===== src/sv/dec_pkg.sv =====
// dec_pkg: types, constants and helpers shared by the disc collision block
// depends on nothing
`timescale 1ns / 1ps
`default_nettype none
package dec_pkg;
	localparam int ID_WIDTH = 16;
	localparam int POS_W = 24;
	localparam int VEL_W = 16;
	localparam int RAD_W = 16;
	localparam int DIST_W = 25;
	localparam int NORM_W = 17;
	// result queue holds every word that can be in flight
	localparam int FIFO_DEPTH = 128;
	localparam int FIFO_AW = 7;

	typedef enum logic [1:0] {
		OUT_RESOLVED = 2'd0,
		OUT_SAME_ID = 2'd1,
		OUT_COINCIDENT = 2'd2,
		OUT_SATURATED = 2'd3
	} outcome_t;

	// one classified pair passed from the front to the back
	typedef struct packed {
		logic signed [DIST_W-1:0] dx;
		logic signed [DIST_W-1:0] dy;
		logic signed [VEL_W-1:0] v1x;
		logic signed [VEL_W-1:0] v1y;
		logic signed [VEL_W-1:0] v2x;
		logic signed [VEL_W-1:0] v2y;
		logic [RAD_W-1:0] r1;
		logic [RAD_W-1:0] r2;
		logic bypass;
		outcome_t code;
	} pair_t;

	typedef struct packed {
		logic signed [VEL_W-1:0] v1x;
		logic signed [VEL_W-1:0] v1y;
		logic signed [VEL_W-1:0] v2x;
		logic signed [VEL_W-1:0] v2y;
		outcome_t code;
	} result_t;
endpackage
`default_nettype wire


===== src/sv/dec_front.sv =====
// dec_front: accepts pairs, forms centre differences and classifies special cases
// depends on dec_pkg
`timescale 1ns / 1ps
`default_nettype none
module dec_front (
	input wire logic clk,
	input wire logic arst_n,
	input wire logic in_valid,
	input wire logic [dec_pkg::ID_WIDTH-1:0] id_a,
	input wire logic [dec_pkg::ID_WIDTH-1:0] id_b,
	input wire logic signed [dec_pkg::POS_W-1:0] x1,
	input wire logic signed [dec_pkg::POS_W-1:0] y1,
	input wire logic signed [dec_pkg::POS_W-1:0] x2,
	input wire logic signed [dec_pkg::POS_W-1:0] y2,
	input wire logic signed [dec_pkg::VEL_W-1:0] v1x,
	input wire logic signed [dec_pkg::VEL_W-1:0] v1y,
	input wire logic signed [dec_pkg::VEL_W-1:0] v2x,
	input wire logic signed [dec_pkg::VEL_W-1:0] v2y,
	input wire logic [dec_pkg::RAD_W-1:0] r1,
	input wire logic [dec_pkg::RAD_W-1:0] r2,
	output dec_pkg::pair_t pair_s1,
	output logic valid_s1
);
	logic signed [dec_pkg::DIST_W-1:0] dx, dy;
	dec_pkg::pair_t p;

	assign dx = {x2[dec_pkg::POS_W-1], x2} - {x1[dec_pkg::POS_W-1], x1};
	assign dy = {y2[dec_pkg::POS_W-1], y2} - {y1[dec_pkg::POS_W-1], y1};

	always_comb begin
		p.dx = dx;
		p.dy = dy;
		p.v1x = v1x;
		p.v1y = v1y;
		p.v2x = v2x;
		p.v2y = v2y;
		p.r1 = r1;
		p.r2 = r2;
		if (id_a == id_b) begin
			p.bypass = 1'b1;
			p.code = dec_pkg::OUT_SAME_ID;
		end else if (dx == '0 && dy == '0) begin
			p.bypass = 1'b1;
			p.code = dec_pkg::OUT_COINCIDENT;
		end else begin
			p.bypass = 1'b0;
			p.code = dec_pkg::OUT_RESOLVED;
		end
	end

	always_ff @(posedge clk or negedge arst_n) begin
		if (!arst_n) begin
			valid_s1 <= 1'b0;
		end else begin
			valid_s1 <= in_valid;
		end
	end

	always_ff @(posedge clk) begin
		if (in_valid) begin
			pair_s1 <= p;
		end
	end
endmodule
`default_nettype wire


===== config.mk =====
export PLATFORM = sky130hd
export DESIGN_NAME = dec_front
export DESIGN_NICKNAME = d
export VERILOG_FILES = /design/src/sv/dec_pkg.sv /design/src/sv/dec_front.sv
export SDC_FILE = /design/constraint.sdc
export NUM_CORES = 1
export LEC_CHECK = 0
export BUFFER_PORTS_ARGS = -buffer_cell sky130_fd_sc_hd__clkbuf_2
export CORE_AREA = 5 5 141 143
export DETAILED_ROUTE_END_ITERATION = 10
export DIE_AREA = 0 0 146 148
export PLACE_DENSITY = 0.74
export SYNTH_ARGS = -nofsm -noshare
export SYNTH_HDL_FRONTEND = slang
export SYNTH_SLANG_ARGS = --single-unit

===== constraint.sdc =====
create_clock -name clk -period 0.8 [get_ports clk]
set_input_delay 0.12 -clock clk [delete_from_list [all_inputs] [get_ports clk]]
set_output_delay 0.12 -clock clk [all_outputs]
set_load 0.1 [all_outputs]

# Word level (Yosys, flattened, before mapping)
# Index checks and enable logic that the tools add are counted.
# word_totals
reg_bits	150
# classes
n_reduce_logical	3
n_mux	1
add_sub_neg	2
eq_ne	1
# op_table
cell	count
25-bit zero test	2
24-bit by 24-bit subtractor with 25-bit output	2
16-bit == test	1
3-bit 2-to-1 mux	1
1-bit logical AND	1

# Longest topological paths before layout
# logic_depth
depth_word	4
mapped_depth	12
depth_no_buf	12

# Worst setup path before layout
# Ideal clock, no wire load.
# synth_timing
path_type	input -> register
startpoint	input port y2[0] (netlist bit)
endpoint	register pair_s1[1] (netlist bit) (data pin)
path_buffers	0
t_arrival_ns	3.266
setup_time_ns	0.176
stages	12
path_slack_ns	-2.641
cell_sequence	inv_1 ha_1 fa_1 nand2b_1 a211oi_2 o21bai_2 o31ai_1 xor2_1 or4_1 or4_1 or4_1 nor4_1
# synth_between
elab_chain_len	4
# synth_lines
item	line_no	source
start, declared	dec_front.sv:14	input wire logic signed [dec_pkg::POS_W-1:0] y2,
24-bit by 24-bit subtractor with 25-bit output	dec_front.sv:28	assign dy = {y2[dec_pkg::POS_W-1], y2} - {y1[dec_pkg::POS_W-1], y1};
via dy (one bit)	dec_front.sv:24	logic signed [dec_pkg::DIST_W-1:0] dx, dy;
25-bit zero test	dec_front.sv:42	end else if (dx == '0 && dy == '0) begin
1-bit logical AND	dec_front.sv:42	
3-bit 2-to-1 mux	dec_front.sv:42	
end signal, assigned	dec_front.sv:61	pair_s1 <= p;
end, declared	dec_front.sv:21	output dec_pkg::pair_t pair_s1,
# The timed path passes the listed nets, and every way through them passes these cells.
# A chain may end at the register's enable or synchronous reset.

# Final worst setup path
# Same ends and word-level chain as after synthesis.

==> results.yml <==
status:
  status: "complete, but fails checks"
  violations: "hold timing, setup timing"
hold_path:
  min_path_type: "input pin to asynchronous set/reset pin"
place:
  post_dp_cell_area_um2: 14000
  dpl.hpwl_um: 25500
  globalplace.congestion: 0.956
  port_buffers: 376
synth:
  synth.area.top_cells: "edfxtp_1 (58%), ha_1 (7.8%), xnor2_1 (3.7%)"
  yosys_warnings: 0
  yosys.area.top_type: "edfxtp_1"
  postSynthCellCount: 642
  syn_nets: 919
  synthArstFlopShare_pct: 0.667
  ys_ff_latch: 150
  synth_edf_count: 149
  synthFlopType: "edfxtp_1"
  ys_seq_area_share_pct: 58.3
  yosys.area.top_type_share_pct: 58.0
  syn_area_per_cell_um2: 12.0
  synth_cell_types: 60
  synth_area_um2: 7720
worst_setup_path:
  crit_required_ns: 1.06
  critical_path_class: "input pin to flip-flop"
  cp_max_fo: 2
  worstSetupStartpointType: "input pin"
  endpoint_kind: "flip-flop"
  crit_arrival_ns: 3.52
floorplanning:
  ios: 377
  die_x_um: 146
  start_util_pct: 41.8
  die_h_um: 148
  core-area_um2: 18500
  die_area_um2: 21600
  core.rowCount: 50
timing:
  layout_setup_ws_ns: -2.46
  worstMarginPinSlew_ns: 0.461
  hold-worst-slack_ns: -0.00423
  final_max_slew_viol_count: 0
  post-route-period-util_pct: 407
  grt_setup_unrepaired: "yes"
  fin_crit_ns: 3.26
  hold_violations: 1
  max_freq_mhz: 307
  relSlewSlack_pct: 69.0
  setup_viol: 200
global_routing:
  grt_pass1_wl_um: 58400
  use_met2_pct: 65.1
  grt_antenna_before_repair: 12
  grt_use_total_pct: 36.4
  met3_usage_pct: 10.6
  use_met1_pct: 37.7
  grt_max_degree: 33
  top_usage_layer: "met2"
  overflow: 0
  grt_pass1_vias: 9432
routing:
  first_iter_violations: 890
  drc: 0
  vias: 9585
  firstDrtPassIters: 6
  wl_per_cell_um: 30.6
  antenna_left: 0
  vias_per_cell: 6.04
  wl_um: 48500
power_and_ir_drop:
  power_mw: 36.5
  intPower_mw: 21.1
  powerDensity_nw_per_um2: 2160
  clkPwrFrac_pct: 23.7
  p_comb_share_pct: 47.3
  vdd_drop_max_mv: 1.53
  power_frac_seq_pct: 29.0
  p_leak_nw: 7.35
  swShare_pct: 42.0
  p_sw_mw: 15.3
clocking:
  cts_tree: "done"
  clkTransAtPathRegs_ns: 0.07
  clock_path_buffers: 2
  cts_root_buf: "clkbuf_16"
  htree_levels: 4
  cts_buffers: 17
  cts_sinks: 150
layout:
  final_area_um2: 16900
  final_nets: 1604
  drive_gt1_share_pct: 58.7
  syn2layout_area_growth_pct: 118
job:
  maxCapViolCount: 0
==> Yosys cell counts (3+ instances only) <==
library cell / instances
a211oi_1: 10
a21o_1: 12
a21oi_1: 47
a221oi_1: 4
a31oi_1: 8
and2_1: 9
buf_2: 3
clkbuf_1: 10
edfxtp_1: 149
ha_1: 48
inv_1: 67
nand2_1: 36
nand2b_1: 6
nand3_1: 10
nand4_1: 15
nor2_1: 36
nor3_1: 8
nor4_1: 4
o211ai_1: 5
o21a_1: 7
o21ai_0: 25
o21ai_1: 7
o21bai_1: 6
o31ai_1: 5
or3_1: 7
or4_1: 8
xnor2_1: 33
xor2_1: 19
==> final timing paths <==
check	startpoint	end	cells after the start
worst max-delay path	y2[0]	pair_s1[1]	13
worst min-delay path	arst_n	valid_s1	2
max in group asynchronous	arst_n	valid_s1	2
min in group clk	y1[0]	pair_s1[99]	3
==> timing repair <==
| action | in CTS | in global routing |
|---|---|---|
| pin swaps | 42 | 54 |
| resized for setup | 86 | 116 |
| hold buffers | 97 | 0 |
| hold endpoints to repair | 97 | 0 |
| endpoints found under the setup margin | 200 | 201 |
| buffers inserted | 27 | 25 |
==> cells in the final DEF, fill, tap and decap left out, types with 24 or more instances in the layout <==
cell type        n
inv_1           50
nand2_1         28
ha_1            24
buf_4          168
buf_6           43
buf_12         154
dlygate4sd3_1   97
nor2_1          30
clkbuf_2       211
edfxtp_1       149
==> cells by family after synthesis <==
logic type      count (synthesis)  synth area share [%]
simple gates                  153                  10.3
compound gates                155                  13.0
mux                             2                 0.259
fa+ha+maj                      50                  8.30
buf+inv                        80                  3.94
flops                         150                  58.3
xor+xnor                       52                  5.90
==> power groups by stage <==
| stage | Combinational, mW | Sequential (mW) | Clock [mW] |
|---|---|---|---|
| 3_3_place_gp | 14.3 | 10.5 | 0 |
| 4_1_cts | 15.6 | 10.4 | 8.34 |
| 6_report | 17.2 | 10.6 | 8.65 |
| 3_5_place_dp | 14.5 | 10.6 | 0 |
| 5_1_grt | 17.5 | 10.6 | 8.98 |
| 2_1_floorplan | 2.55 | 16.0 | 0 |
==> through the flow <==
stage	utilization (%)	worst slack, ns	cells	TNS (ns)
floorplan	-	-2.44	642	-77.29
global placement	75.8	-2.69	1413	-66.49
detailed placement	75.8	-2.75	1413	-68.63
CTS	87.5	-2.24	1563	-97.24
global route	91.3	-2.53	1584	-111.31
finish	91.3	-2.46	1586	-106.85
==> worst max-delay path, cell delays in order <==
cell      delay [ns]
buf_8           0.08
inv_8           0.03
ha_4            0.15
fa_2            0.34
nand2b_4        0.16
a211oi_4        0.30
o21bai_2        0.17
o31ai_4         0.32
xor2_2          0.16
or4_4           0.57
or4_4           0.43
or4_1           0.42
nor4_1          0.26
==> registers in the layout, indices dropped and copies added (netlist names) <==
name      flops
pair_s1     149
valid_s1      1
==> final cells by class <==
class / count / area (um^2)
timing repair buffer: 679 / 6960
antenna: 12 / 30.0
clock inverter: 15 / 166
inverter: 67 / 302
clock buffer: 17 / 425
fill: 610 / 1600
multi-input combinational: 412 / 4180
sequential: 150 / 4500
tap: 234 / 293
==> per-layer routing <==
layer	vias to the layer above	wire, um	share of wire [%]
met5	-	45	0.093
met4	4	4650	9.6
met3	332	5390	11
met2	934	23700	49
met1	4550	14700	30
li1	3765	-	-
Power figures use the tool's default switching activity.
